## src/design/dcdf_pkg.sv

```systemverilog
// ----------------------------------------------------------------------------
// dcdf_pkg: shared types, constants and helpers
// Holds the curve geometry, the configuration register map and the record
// types that travel down the interpolation pipeline.
// ----------------------------------------------------------------------------
package dcdf_pkg;

  // Number of breakpoints on each curve.
  localparam int unsigned CURVE_POINTS = 4;

  // Breakpoints that the packed registers can hold.
  localparam int unsigned X_REG_W      = 32;
  localparam int unsigned Y_REG_W      = 64;
  localparam int unsigned X_PT_W       = 8;
  localparam int unsigned Y_PT_W       = 16;
  localparam int unsigned X_REG_POINTS = X_REG_W / X_PT_W;
  localparam int unsigned Y_REG_POINTS = Y_REG_W / Y_PT_W;

  // Interpolation arithmetic widths.
  localparam int unsigned XS_W   = X_PT_W + 1;       // common signed X domain
  localparam int unsigned SPAN_W = X_PT_W;           // x - x1 and x2 - x1
  localparam int unsigned PROD_W = Y_PT_W + SPAN_W;  // |dy| * (x - x1)

  // Divider: one quotient bit per step, a few steps per stage.
  localparam int unsigned DIV_BITS_PER_STAGE = 4;
  localparam int unsigned DIV_STAGES         = Y_PT_W / DIV_BITS_PER_STAGE;

  // Segment select, multiply, divider stages, final add, output register.
  localparam int unsigned PIPE_LATENCY = 2 + DIV_STAGES + 2;

  // Configuration port.
  localparam int unsigned CFG_IDX_W  = 3;
  localparam int unsigned CFG_DATA_W = Y_REG_W;

  typedef enum logic [CFG_IDX_W-1:0] {
    CFG_VOLT_CURVE_X  = 3'd0,
    CFG_VOLT_CURVE_Y  = 3'd1,
    CFG_TEMP_CURVE_X  = 3'd2,
    CFG_TEMP_CURVE_Y  = 3'd3,
    CFG_NO_DERATING   = 3'd4,
    CFG_MAX_DERATING  = 3'd5,
    CFG_SENSOR_PRESENT = 3'd6
  } cfg_idx_e;

  localparam logic [Y_PT_W-1:0] NO_DERATING_RESET  = 16'd1000;
  localparam logic [Y_PT_W-1:0] MAX_DERATING_RESET = 16'd0;
  localparam logic [1:0]        SENSOR_PRESENT_RESET = 2'b11;

  localparam int unsigned SENSOR_VOLT_BIT = 0;
  localparam int unsigned SENSOR_TEMP_BIT = 1;

  typedef struct packed {
    logic [X_REG_W-1:0] volt_x;
    logic [Y_REG_W-1:0] volt_y;
    logic [X_REG_W-1:0] temp_x;
    logic [Y_REG_W-1:0] temp_y;
    logic [Y_PT_W-1:0]  no_der;
    logic [Y_PT_W-1:0]  max_der;
    logic [1:0]         present;
  } cfg_t;

  typedef logic [CURVE_POINTS-1:0][XS_W-1:0]   xvec_t;
  typedef logic [CURVE_POINTS-1:0][Y_PT_W-1:0] yvec_t;

  // Record entering the multiplier.
  typedef struct packed {
    logic              vld;
    logic [Y_PT_W-1:0] base;
    logic              neg;
    logic [Y_PT_W-1:0] dmag;
    logic [SPAN_W-1:0] num;
    logic [SPAN_W-1:0] den;
  } mul_rec_t;

  // Record moving through the divider. lq holds the dividend bits not yet
  // consumed in its upper part and the quotient bits found so far below.
  typedef struct packed {
    logic              vld;
    logic [Y_PT_W-1:0] base;
    logic              neg;
    logic [SPAN_W-1:0] den;
    logic [SPAN_W-1:0] rem;
    logic [Y_PT_W-1:0] lq;
  } div_rec_t;

  // Breakpoint i of a packed X register, widened into the signed X domain.
  // Points that the register cannot hold read as zero.
  function automatic logic [XS_W-1:0] x_point(input logic [X_REG_W-1:0] xr,
                                              input int unsigned i,
                                              input logic is_signed);
    logic [X_PT_W-1:0] b;
    b = '0;
    if (i < X_REG_POINTS) begin
      b = xr[X_PT_W*i +: X_PT_W];
    end
    return {is_signed & b[X_PT_W-1], b};
  endfunction

  function automatic logic [Y_PT_W-1:0] y_point(input logic [Y_REG_W-1:0] yr,
                                                input int unsigned i);
    logic [Y_PT_W-1:0] w;
    w = '0;
    if (i < Y_REG_POINTS) begin
      w = yr[Y_PT_W*i +: Y_PT_W];
    end
    return w;
  endfunction

endpackage

```

## src/design/dcdf_cfg_regs.sv

```systemverilog
// ----------------------------------------------------------------------------
// dcdf_cfg_regs: configuration register file
// Write-only registers for both curves, the fallback values and the sensor
// presence mask.
// ----------------------------------------------------------------------------
module dcdf_cfg_regs (
  input  logic                            clk_i,
  input  logic                            rst_ni,
  input  logic                            cfg_we_i,
  input  logic [dcdf_pkg::CFG_IDX_W-1:0]  cfg_idx_i,
  input  logic [dcdf_pkg::CFG_DATA_W-1:0] cfg_wdata_i,
  output dcdf_pkg::cfg_t                  cfg_o
);

  dcdf_pkg::cfg_t cfg_q, cfg_d;

  always_comb begin
    cfg_d = cfg_q;
    if (cfg_we_i) begin
      unique case (dcdf_pkg::cfg_idx_e'(cfg_idx_i))
        dcdf_pkg::CFG_VOLT_CURVE_X:   cfg_d.volt_x  = cfg_wdata_i[dcdf_pkg::X_REG_W-1:0];
        dcdf_pkg::CFG_VOLT_CURVE_Y:   cfg_d.volt_y  = cfg_wdata_i[dcdf_pkg::Y_REG_W-1:0];
        dcdf_pkg::CFG_TEMP_CURVE_X:   cfg_d.temp_x  = cfg_wdata_i[dcdf_pkg::X_REG_W-1:0];
        dcdf_pkg::CFG_TEMP_CURVE_Y:   cfg_d.temp_y  = cfg_wdata_i[dcdf_pkg::Y_REG_W-1:0];
        dcdf_pkg::CFG_NO_DERATING:    cfg_d.no_der  = cfg_wdata_i[dcdf_pkg::Y_PT_W-1:0];
        dcdf_pkg::CFG_MAX_DERATING:   cfg_d.max_der = cfg_wdata_i[dcdf_pkg::Y_PT_W-1:0];
        dcdf_pkg::CFG_SENSOR_PRESENT: cfg_d.present = cfg_wdata_i[1:0];
        default: ;
      endcase
    end
  end

  always_ff @(posedge clk_i or negedge rst_ni) begin
    if (!rst_ni) begin
      cfg_q <= '{volt_x:  '0,
                 volt_y:  '0,
                 temp_x:  '0,
                 temp_y:  '0,
                 no_der:  dcdf_pkg::NO_DERATING_RESET,
                 max_der: dcdf_pkg::MAX_DERATING_RESET,
                 present: dcdf_pkg::SENSOR_PRESENT_RESET};
    end else begin
      cfg_q <= cfg_d;
    end
  end

  assign cfg_o = cfg_q;

endmodule

```

## src/design/dcdf_div_stage.sv

```systemverilog
// ----------------------------------------------------------------------------
// dcdf_div_stage: one registered stage of the restoring divider
// Produces a few quotient bits of |dy|*(x-x1) / (x2-x1) per stage.
// ----------------------------------------------------------------------------
module dcdf_div_stage (
  input  logic               clk_i,
  input  logic               rst_ni,
  input  dcdf_pkg::div_rec_t rec_i,
  output dcdf_pkg::div_rec_t rec_o
);

  dcdf_pkg::div_rec_t rec_d, rec_q;

  // The partial remainder stays below the divisor, so one extra bit holds
  // the shifted value before the trial subtract.
  always_comb begin
    logic [dcdf_pkg::SPAN_W:0] trial;
    rec_d = rec_i;
    for (int unsigned k = 0; k < dcdf_pkg::DIV_BITS_PER_STAGE; k++) begin
      trial    = {rec_d.rem, rec_d.lq[dcdf_pkg::Y_PT_W-1]};
      rec_d.lq = {rec_d.lq[dcdf_pkg::Y_PT_W-2:0], 1'b0};
      if (trial >= {1'b0, rec_d.den}) begin
        rec_d.rem   = dcdf_pkg::SPAN_W'(trial - {1'b0, rec_d.den});
        rec_d.lq[0] = 1'b1;
      end else begin
        rec_d.rem = trial[dcdf_pkg::SPAN_W-1:0];
      end
    end
  end

  always_ff @(posedge clk_i or negedge rst_ni) begin
    if (!rst_ni) begin
      rec_q <= '0;
    end else begin
      rec_q <= rec_d;
    end
  end

  assign rec_o = rec_q;

endmodule

```

## src/design/dcdf_curve_lane.sv

```systemverilog
// ----------------------------------------------------------------------------
// dcdf_curve_lane: pipelined evaluation of one piecewise-linear curve
// Segment select, multiply, divide and final add, with the sensor fallbacks
// folded into the base value of the first stage.
// ----------------------------------------------------------------------------
module dcdf_curve_lane (
  input  logic                          clk_i,
  input  logic                          rst_ni,
  input  logic                          vld_i,
  input  logic [dcdf_pkg::XS_W-1:0]     x_i,
  input  logic                          ok_i,
  input  logic                          present_i,
  input  dcdf_pkg::xvec_t               xs_i,
  input  dcdf_pkg::yvec_t               ys_i,
  input  logic [dcdf_pkg::Y_PT_W-1:0]   no_der_i,
  input  logic [dcdf_pkg::Y_PT_W-1:0]   max_der_i,
  output logic                          vld_o,
  output logic [dcdf_pkg::Y_PT_W-1:0]   res_o
);

  localparam int unsigned DW = dcdf_pkg::XS_W + 1;

  dcdf_pkg::mul_rec_t s1_d, s1_q;
  dcdf_pkg::div_rec_t s2_d, s2_q;
  dcdf_pkg::div_rec_t div_rec [dcdf_pkg::DIV_STAGES+1];
  logic                        s7_vld_q;
  logic [dcdf_pkg::Y_PT_W-1:0] s7_res_d, s7_res_q;

  // Stage 1: scan the breakpoints from the first upward. The first point
  // above the input gives its own Y; a point whose successor lies above the
  // input starts an interpolation.
  always_comb begin
    logic                         found;
    logic                         interp;
    logic signed [DW-1:0]         dnum;
    logic signed [DW-1:0]         dden;
    logic [dcdf_pkg::Y_PT_W:0]    dy;
    found  = 1'b0;
    interp = 1'b0;
    dnum   = '0;
    dden   = DW'(1);
    dy     = '0;
    s1_d      = '0;
    s1_d.vld  = vld_i;
    s1_d.base = ys_i[dcdf_pkg::CURVE_POINTS-1];
    for (int unsigned i = 0; i + 1 < dcdf_pkg::CURVE_POINTS; i++) begin
      if (!found) begin
        if ($signed(x_i) < $signed(xs_i[i])) begin
          found     = 1'b1;
          s1_d.base = ys_i[i];
        end else if ($signed(x_i) < $signed(xs_i[i+1])) begin
          found     = 1'b1;
          interp    = 1'b1;
          s1_d.base = ys_i[i];
          dnum      = DW'($signed(x_i)) - DW'($signed(xs_i[i]));
          dden      = DW'($signed(xs_i[i+1])) - DW'($signed(xs_i[i]));
          dy        = {1'b0, ys_i[i+1]} - {1'b0, ys_i[i]};
        end
      end
    end
    if (!present_i) begin
      s1_d.base = no_der_i;
      interp    = 1'b0;
    end else if (!ok_i) begin
      s1_d.base = max_der_i;
      interp    = 1'b0;
    end
    if (interp) begin
      s1_d.neg  = dy[dcdf_pkg::Y_PT_W];
      s1_d.dmag = dy[dcdf_pkg::Y_PT_W] ? dcdf_pkg::Y_PT_W'(-dy)
                                       : dy[dcdf_pkg::Y_PT_W-1:0];
      s1_d.num  = dnum[dcdf_pkg::SPAN_W-1:0];
      s1_d.den  = dden[dcdf_pkg::SPAN_W-1:0];
    end else begin
      // A zero numerator over one makes the correction term vanish.
      s1_d.neg  = 1'b0;
      s1_d.dmag = '0;
      s1_d.num  = '0;
      s1_d.den  = dcdf_pkg::SPAN_W'(1);
    end
  end

  // Stage 2: the product. It stays below den * 2^16, so its upper byte is
  // already a valid starting remainder.
  always_comb begin
    logic [dcdf_pkg::PROD_W-1:0] prod;
    prod      = dcdf_pkg::PROD_W'(s1_q.dmag * s1_q.num);
    s2_d.vld  = s1_q.vld;
    s2_d.base = s1_q.base;
    s2_d.neg  = s1_q.neg;
    s2_d.den  = s1_q.den;
    s2_d.rem  = prod[dcdf_pkg::PROD_W-1:dcdf_pkg::Y_PT_W];
    s2_d.lq   = prod[dcdf_pkg::Y_PT_W-1:0];
  end

  always_ff @(posedge clk_i or negedge rst_ni) begin
    if (!rst_ni) begin
      s1_q <= '0;
      s2_q <= '0;
    end else begin
      s1_q <= s1_d;
      s2_q <= s2_d;
    end
  end

  assign div_rec[0] = s2_q;

  for (genvar g = 0; g < dcdf_pkg::DIV_STAGES; g++) begin : g_div
    dcdf_div_stage u_div_stage (
      .clk_i  (clk_i),
      .rst_ni (rst_ni),
      .rec_i  (div_rec[g]),
      .rec_o  (div_rec[g+1])
    );
  end

  // Final stage: apply the sign of the slope; when interpolating, the sum
  // lands between the two neighboring Y values.
  always_comb begin
    dcdf_pkg::div_rec_t r;
    r        = div_rec[dcdf_pkg::DIV_STAGES];
    s7_res_d = r.neg ? r.base - r.lq : r.base + r.lq;
  end

  always_ff @(posedge clk_i or negedge rst_ni) begin
    if (!rst_ni) begin
      s7_vld_q <= 1'b0;
    end else begin
      s7_vld_q <= div_rec[dcdf_pkg::DIV_STAGES].vld;
    end
  end

  always_ff @(posedge clk_i) begin
    s7_res_q <= s7_res_d;
  end

  assign vld_o = s7_vld_q;
  assign res_o = s7_res_q;

endmodule

```

## src/design/dual_curve_derating_factor_core.sv

```systemverilog
// ----------------------------------------------------------------------------
// dual_curve_derating_factor_core: voltage and temperature derating factor
// Evaluates two configurable piecewise-linear derating curves and reports
// the smaller of the two values.
// ----------------------------------------------------------------------------
// Usage:
// A request is the pair of measurements with their validity flags. It is
// taken at a rising edge with start_i high and busy_o low. busy_o is high
// only during reset and until the first rising edge after it; after that
// a new request may be issued in every cycle.
// Each request yields exactly one result, shown on the result ports for a
// single cycle with done_o high. The request passes in order through the
// pipeline registers: segment select, multiply, four divider stages of four
// quotient bits each, the final add and the output register.
// Throughput is one request per cycle; results leave in request order.
// The receiver cannot hold results off, so nothing here ever stalls.
// Configuration registers are written through cfg_we_i/cfg_idx_i/
// cfg_wdata_i and take effect at once; write them only while no request is
// in flight. Reset returns the registers to their defaults (flat zero
// curves, no-derating 1000, max-derating 0, both sensors present) and
// empties the pipeline.
// ----------------------------------------------------------------------------
module dual_curve_derating_factor_core (
  input  logic                            clk_i,
  input  logic                            rst_ni,
  input  logic                            start_i,
  output logic                            busy_o,
  input  logic [7:0]                      supply_voltage_i,
  input  logic                            voltage_valid_i,
  input  logic signed [7:0]               temperature_i,
  input  logic                            temperature_valid_i,
  input  logic                            cfg_we_i,
  input  logic [dcdf_pkg::CFG_IDX_W-1:0]  cfg_idx_i,
  input  logic [dcdf_pkg::CFG_DATA_W-1:0] cfg_wdata_i,
  output logic                            done_o,
  output logic [15:0]                     derating_factor_o,
  output logic [15:0]                     voltage_derating_o,
  output logic [15:0]                     temperature_derating_o,
  output logic                            thermal_limit_active_o
);

  dcdf_pkg::cfg_t  cfg;
  dcdf_pkg::xvec_t volt_xs, temp_xs;
  dcdf_pkg::yvec_t volt_ys, temp_ys;

  logic        busy_q;
  logic        accept;
  logic        v_vld, t_vld;
  logic [15:0] v_res, t_res;

  logic        done_q;
  logic [15:0] factor_d, factor_q;
  logic [15:0] vd_q, td_q;
  logic        flag_d, flag_q;

  // busy_o holds off requests until the first rising edge after reset.
  always_ff @(posedge clk_i or negedge rst_ni) begin
    if (!rst_ni) begin
      busy_q <= 1'b1;
    end else begin
      busy_q <= 1'b0;
    end
  end

  assign busy_o = busy_q;
  assign accept = start_i & ~busy_q;

  dcdf_cfg_regs u_cfg_regs (
    .clk_i       (clk_i),
    .rst_ni      (rst_ni),
    .cfg_we_i    (cfg_we_i),
    .cfg_idx_i   (cfg_idx_i),
    .cfg_wdata_i (cfg_wdata_i),
    .cfg_o       (cfg)
  );

  // Unpack the breakpoints. Voltage points are unsigned and temperature
  // points signed; both go into one signed domain one bit wider, so a
  // single lane design serves both curves.
  always_comb begin
    for (int unsigned i = 0; i < dcdf_pkg::CURVE_POINTS; i++) begin
      volt_xs[i] = dcdf_pkg::x_point(cfg.volt_x, i, 1'b0);
      temp_xs[i] = dcdf_pkg::x_point(cfg.temp_x, i, 1'b1);
      volt_ys[i] = dcdf_pkg::y_point(cfg.volt_y, i);
      temp_ys[i] = dcdf_pkg::y_point(cfg.temp_y, i);
    end
  end

  dcdf_curve_lane u_volt_lane (
    .clk_i     (clk_i),
    .rst_ni    (rst_ni),
    .vld_i     (accept),
    .x_i       ({1'b0, supply_voltage_i}),
    .ok_i      (voltage_valid_i),
    .present_i (cfg.present[dcdf_pkg::SENSOR_VOLT_BIT]),
    .xs_i      (volt_xs),
    .ys_i      (volt_ys),
    .no_der_i  (cfg.no_der),
    .max_der_i (cfg.max_der),
    .vld_o     (v_vld),
    .res_o     (v_res)
  );

  dcdf_curve_lane u_temp_lane (
    .clk_i     (clk_i),
    .rst_ni    (rst_ni),
    .vld_i     (accept),
    .x_i       ({temperature_i[7], temperature_i}),
    .ok_i      (temperature_valid_i),
    .present_i (cfg.present[dcdf_pkg::SENSOR_TEMP_BIT]),
    .xs_i      (temp_xs),
    .ys_i      (temp_ys),
    .no_der_i  (cfg.no_der),
    .max_der_i (cfg.max_der),
    .vld_o     (t_vld),
    .res_o     (t_res)
  );

  // Output stage: minimum of the two partial values and the thermal flag.
  // The lanes run in lockstep, so their valid bits always agree.
  assign factor_d = (v_res < t_res) ? v_res : t_res;
  assign flag_d   = (t_res < cfg.no_der);

  always_ff @(posedge clk_i or negedge rst_ni) begin
    if (!rst_ni) begin
      done_q <= 1'b0;
    end else begin
      done_q <= v_vld & t_vld;
    end
  end

  always_ff @(posedge clk_i) begin
    factor_q <= factor_d;
    vd_q     <= v_res;
    td_q     <= t_res;
    flag_q   <= flag_d;
  end

  assign done_o                 = done_q;
  assign derating_factor_o      = factor_q;
  assign voltage_derating_o     = vd_q;
  assign temperature_derating_o = td_q;
  assign thermal_limit_active_o = flag_q;

endmodule

```

## config.mk

```make
export PLATFORM = sky130hd
export DESIGN_NAME = dual_curve_derating_factor_core
export DESIGN_NICKNAME = d
export VERILOG_FILES = /design/src/design/dcdf_pkg.sv /design/src/design/dcdf_cfg_regs.sv /design/src/design/dcdf_div_stage.sv /design/src/design/dcdf_curve_lane.sv /design/src/design/dual_curve_derating_factor_core.sv
export SDC_FILE = /design/constraint.sdc
export NUM_CORES = 2
export LEC_CHECK = 0
export BUFFER_PORTS_ARGS = -buffer_cell sky130_fd_sc_hd__clkbuf_2
export CAP_MARGIN = 20
export CORE_ASPECT_RATIO = 0.6
export CORE_MARGIN = 5
export CORE_UTILIZATION = 60
export CTS_CLUSTER_SIZE = 10
export DETAILED_ROUTE_END_ITERATION = 10
export GPL_TIMING_DRIVEN = 0
export HOLD_SLACK_MARGIN = 0.08
export PLACE_DENSITY = 0.84
export SYNTH_ARGS = -nofsm -noshare
export SYNTH_HDL_FRONTEND = slang
export SYNTH_HIERARCHICAL = 1
export SYNTH_SLANG_ARGS = --single-unit
```

## constraint.sdc

```tcl
create_clock -name clk_i -period 12.31 [get_ports clk_i]
set_input_delay 2.462 -clock clk_i [delete_from_list [all_inputs] [get_ports clk_i]]
set_output_delay 2.462 -clock clk_i [all_outputs]
set_load 0.005 [all_outputs]
```

Yosys cells after proc, flatten, opt, wreduce, memory -nomap -nowiden
Index checks and enable logic that the tools add are counted.

storage, ports and cells
  flip-flop bits (word level) = 872
  bits of input ports = 89
  output and inout bits = 51
  word-level logic and storage cells = 357

operators by class
  $add $sub $neg = 54
  multiply operators = 2
  magnitude comparators = 42
  equal/unequal tests = 6
  mux-type cells = 165
  bitwise logic cells = 2
  reductions and logical operators = 8

operators with widths
  kind                                                  number
  two-way mux 8 bit                                     62
  two-way mux 16 bit                                    25
  subtractor 8 bit                                      42
  greater-or-equal comparator 9 x 8 -> 1 bit            32
  two-way mux 17 bit                                    16
  subtractor 16 x 16 -> 17 bit                          6
  two-way mux 33 bit                                    2
  < comparator 8 bit                                    8
  two-way mux 1 bit                                     60
  multiplier 16 x 8 -> 24 bit                           2
  adder 16 bit                                          2
  < comparator 16 bit                                   2
  negator 16 bit                                        2
  subtractor 16 bit                                     2
  AND reduction 2 bit                                   7
  equality test 3 bit (second input constant)           3
  equality test 3 x 2 -> 1 bit (second input constant)  2
  equality test 3 x 1 -> 1 bit (second input constant)  1
  zero test 3 bit                                       1
  AND 1 bit                                             1
  NOT 1 bit                                             1

Logic depth before layout (Yosys ltp)
  depth in word-level cells = 12
  gate-level depth with buffers = 40
  depth with buffers taken out = 37

By module
The synthesis kept the hierarchy.

by module, submodules not included
  module                                                 instances  cells each  area an instance (µm²)  sequential area each (µm²)
  dcdf_div_stage (u_temp_lane.g_div[2].u_div_stage ...)  6          313         3,215.6                 1,251.2
  dcdf_curve_lane (u_temp_lane)                          1          1,615       14,027.2                2,847.7
  dcdf_curve_lane (u_volt_lane)                          1          1,596       13,838.3                2,847.7
  dcdf_cfg_regs                                          1          483         8,800.9                 5,665.4
  dcdf_div_stage (u_temp_lane.g_div[0].u_div_stage ...)  2          263         2,966.6                 1,251.2
  dual_curve_derating_factor_core                        1          177         2,055.7                 1,032.2

Least setup slack after synthesis
No wires, ideal clock.

  path kind = register to register
  start point = register u_temp_lane.s2_q (netlist bit u_temp_lane/div_rec[228])
  end point = register u_temp_lane.g_div[0].u_div_stage.rec_q (netlist bit u_temp_lane/g_div[0].u_div_stage/rec_o[17])
  library setup time = 0.125 ns
  arrival time = 7.540 ns
  data required time = 12.185 ns
  setup slack = 4.645 ns
  stages on the path, launching flop included = 37
  path buffers = 2
  clock period less this slack = 7.665 ns
  path through = dfrtp_1 -> inv_1 -> ha_1 -> a21o_1 -> a31o_1 -> o221ai_2 -> and2_2 -> mux2_2 -> ha_1 -> a21oi_1 -> a21oi_1 -> nor3_1 -> o21ai_0 -> a211oi_4 -> buf_2 -> nor2_1 -> a21oi_1 -> inv_1 -> ha_1 -> nor2b_1 -> o21ai_0 -> a21o_1 -> a21oi_1 -> o21ai_0 -> nor2b_1 -> o211ai_2 -> mux2i_1 -> ha_1 -> a21o_1 -> a21o_1 -> a21o_1 -> a21oi_1 -> o21ai_0 -> o21a_1 -> a311o_1 -> buf_6 -> mux2_4

RTL lines
  element                 line                    source
  start, declared         dcdf_curve_lane.sv:24   dcdf_pkg::div_rec_t s2_d, s2_q;
  start signal, assigned  dcdf_curve_lane.sv:99   s2_q <= '0;
  start signal, assigned  dcdf_curve_lane.sv:102  s2_q <= s2_d;
  end signal, assigned    dcdf_div_stage.sv:35    rec_q <= rec_d;
  end, declared           dcdf_div_stage.sv:12    dcdf_pkg::div_rec_t rec_d, rec_q;

==> results.toml <==
[run_status]
status = "completed"

[sta]
timing_hold_violations_final = 0
drv_slew = 0
final.period_utilization_pct = 77.9
final_period_minus_worst_setup_slack_ns = 9.59
max_freq_mhz = 104
setup_viol = 0
worstMarginPinSlew_ns = 1.13
slew_headroom_pct = 24.4
grt_setup_unrepaired = "false"
fin_worst_skew_ns = 0.0391
worst_slack_ns = 2.72

[min_path]
hold_path_startpoint = "u_temp_lane/g_div[2].u_div_stage/rec_o[44]$_DFF_PN0_"
worst_hold_path_type = "flop to flop"
min_path_cells = 0

[global_routing]
vias_in_the_first_global_route = 48300
groute.usage.overall_pct = 33.0
global_route.overflow_total = 0
antenna_found_initial = 26
grt_first_pass_wirelength_um = 284000
maximum_number_of_pins_on_one_net_before_global_route_repair = 124

[worst_setup_path]
regToRegStartpoint = "u_volt_lane/g_div[0].u_div_stage/rec_o[25]$_DFF_PN0_"
r2r_cells = 38
crit_fanout = 10
critical-path-max-stage-delay_ns = 0.57
startpoint = "u_volt_lane/g_div[0].u_div_stage/rec_o[25]$_DFF_PN0_"
path_class = "flop to flop"
worst_path_max_delay_cell = "nor3b_2"
end_kind = "flop"
worstPathArrival_ns = 10.10
cp-start-kind = "flop"
crit_required_ns = 12.81

[die]
die_h_um = 260
rows = 91
design.die.area_sq_um = 111000
floorplan.initialDensity_pct = 60.7
die_width_um = 427
core_area_sq_um = 103000
count_of_pins_on_the_block_boundary = 140

[clock_network]
cts_resized = 0
cts.repair_timing.setup_buffer_count = 0
clock_sinks = 879
postCtsHoldBufs = 0
clkSlewWorstSetupHoldPaths_ns = 0.06
buffers_from_clock_root_to_sink_at_most = 3
cts_root_buffer_type = "clkbuf_16"
tritoncts = "done"
insertion_delay_ns = 0.71
h-tree-depth = 3
cts_buffers = 99

[layout]
synthToLayoutAreaGrowth_pct = 9.04
final_layout_size_suffix_gt1_share_pct = 13.2
nNetsFinal = 7344
layout.cells.most_common = "dfrtp_1"
layout.cells.most_common_list = "789 x dfrtp_1, 661 x inv_1, 616 x ha_1"
post_layout_nonfiller_instances = 7910

[synthesis]
syn_inst = 6167
mappedNetlistArea_sq_um = 62600
mean_area_per_synthesized_cell_sq_um = 10.2
yosysWarningCount = 6

[detailed_routing]
postRouteWirelength_um = 185000
vias_per_cell = 6.28
remaining_routing_drc_violations = 0
route.vias.total = 49700
drt_iter0_markers = 6407
drtAntennaViolNets = 0
wl_per_cell_um = 23.3
dr.pass1.iters = 6

[placement]
placed_cells = 7714
dpl.hpwl_um = 143000
detailedPlace.worstSlack_ns = 3.01
place.port_buffers = 137
gpl.final_weighted_congestion = 1.02

[run]
cap_viol_max_count = 0
## worst paths after layout
check	to	slack (ns)
setup reg to reg	u_volt_lane/g_div[1].u_div_stage/rec_o[20]$_DFF_PN0_	2.72
max in group asynchronous	u_volt_lane/g_div[2].u_div_stage/rec_o[34]$_DFF_PN0_	8.57
setup / recovery	u_volt_lane/g_div[1].u_div_stage/rec_o[20]$_DFF_PN0_	2.72
hold reg to reg	u_temp_lane/g_div[3].u_div_stage/rec_o[44]$_DFF_PN0_	0.32
min in group asynchronous	u_temp_lane/div_rec[220]$_DFF_PN0_	1.73
hold / removal	u_temp_lane/g_div[3].u_div_stage/rec_o[44]$_DFF_PN0_	0.32
## critical path, delay by kind of cell, from the launching register on
family	cells	cell delay [ns]
flip-flops	1	0.46
buffers and inverters	6	1.32
adder cells (fa/ha/maj)	4	1.24
AND/OR/NAND/NOR	10	2.62
AO/OA/AOI/OAI	16	3.21
multiplexers	2	0.52
## per-layer routing
metal | routed length, um | share of wire (%) | track usage [%] | vias to the layer above
li1 | - | - | - | 22100
met1 | 82000 | 44 | 50.5 | 24400
met2 | 71600 | 39 | 43.6 | 2886
met3 | 26700 | 14 | 12.4 | 301
met4 | 4320 | 2.3 | 8.30 | 4
met5 | 23 | 0.012 | 0 | -
## state kept, by name, indices dropped and copies added, names as in the netlist, 50 cells and up
register / cells
u_volt_lane/s1_q: 50
u_temp_lane/s1_q: 50
u_temp_lane/g_div.u_div_stage/rec_o: 184
u_volt_lane/div_rec: 50
u_cfg_regs/cfg_o: 226
u_volt_lane/g_div.u_div_stage/rec_o: 184
u_temp_lane/div_rec: 50
## final cells by class
| class | count | area, sq um |
|---|---|---|
| inverter | 669 | 2540 |
| antenna | 19 | 47.5 |
| timing repair buffer | 145 | 898 |
| multi-input combinational | 4487 | 37600 |
| fill | 7743 | 34900 |
| tap | 1395 | 1750 |
| sequential | 879 | 21600 |
| buffer | 140 | 931 |
| clock inverter | 11 | 203 |
| clock buffer | 165 | 2740 |
## per-stage QoR
step	hold WS (ns)	TNS [ns]	utilization, %	instance area, sq um
6_report	0.325	0	66.2	68300
5_1_grt	0.322	0	66.2	68200
4_1_cts	0.318	0	66.1	68200
3_5_place_dp	0.335	0	63.3	65300
3_3_place_gp	0.331	-7383.17	63.1	65100
2_1_floorplan	0.331	0	-	62600
Power is left out: the tool's default activity adds up to more than one toggle a clock period on the data nets, which glitch-free logic cannot reach.
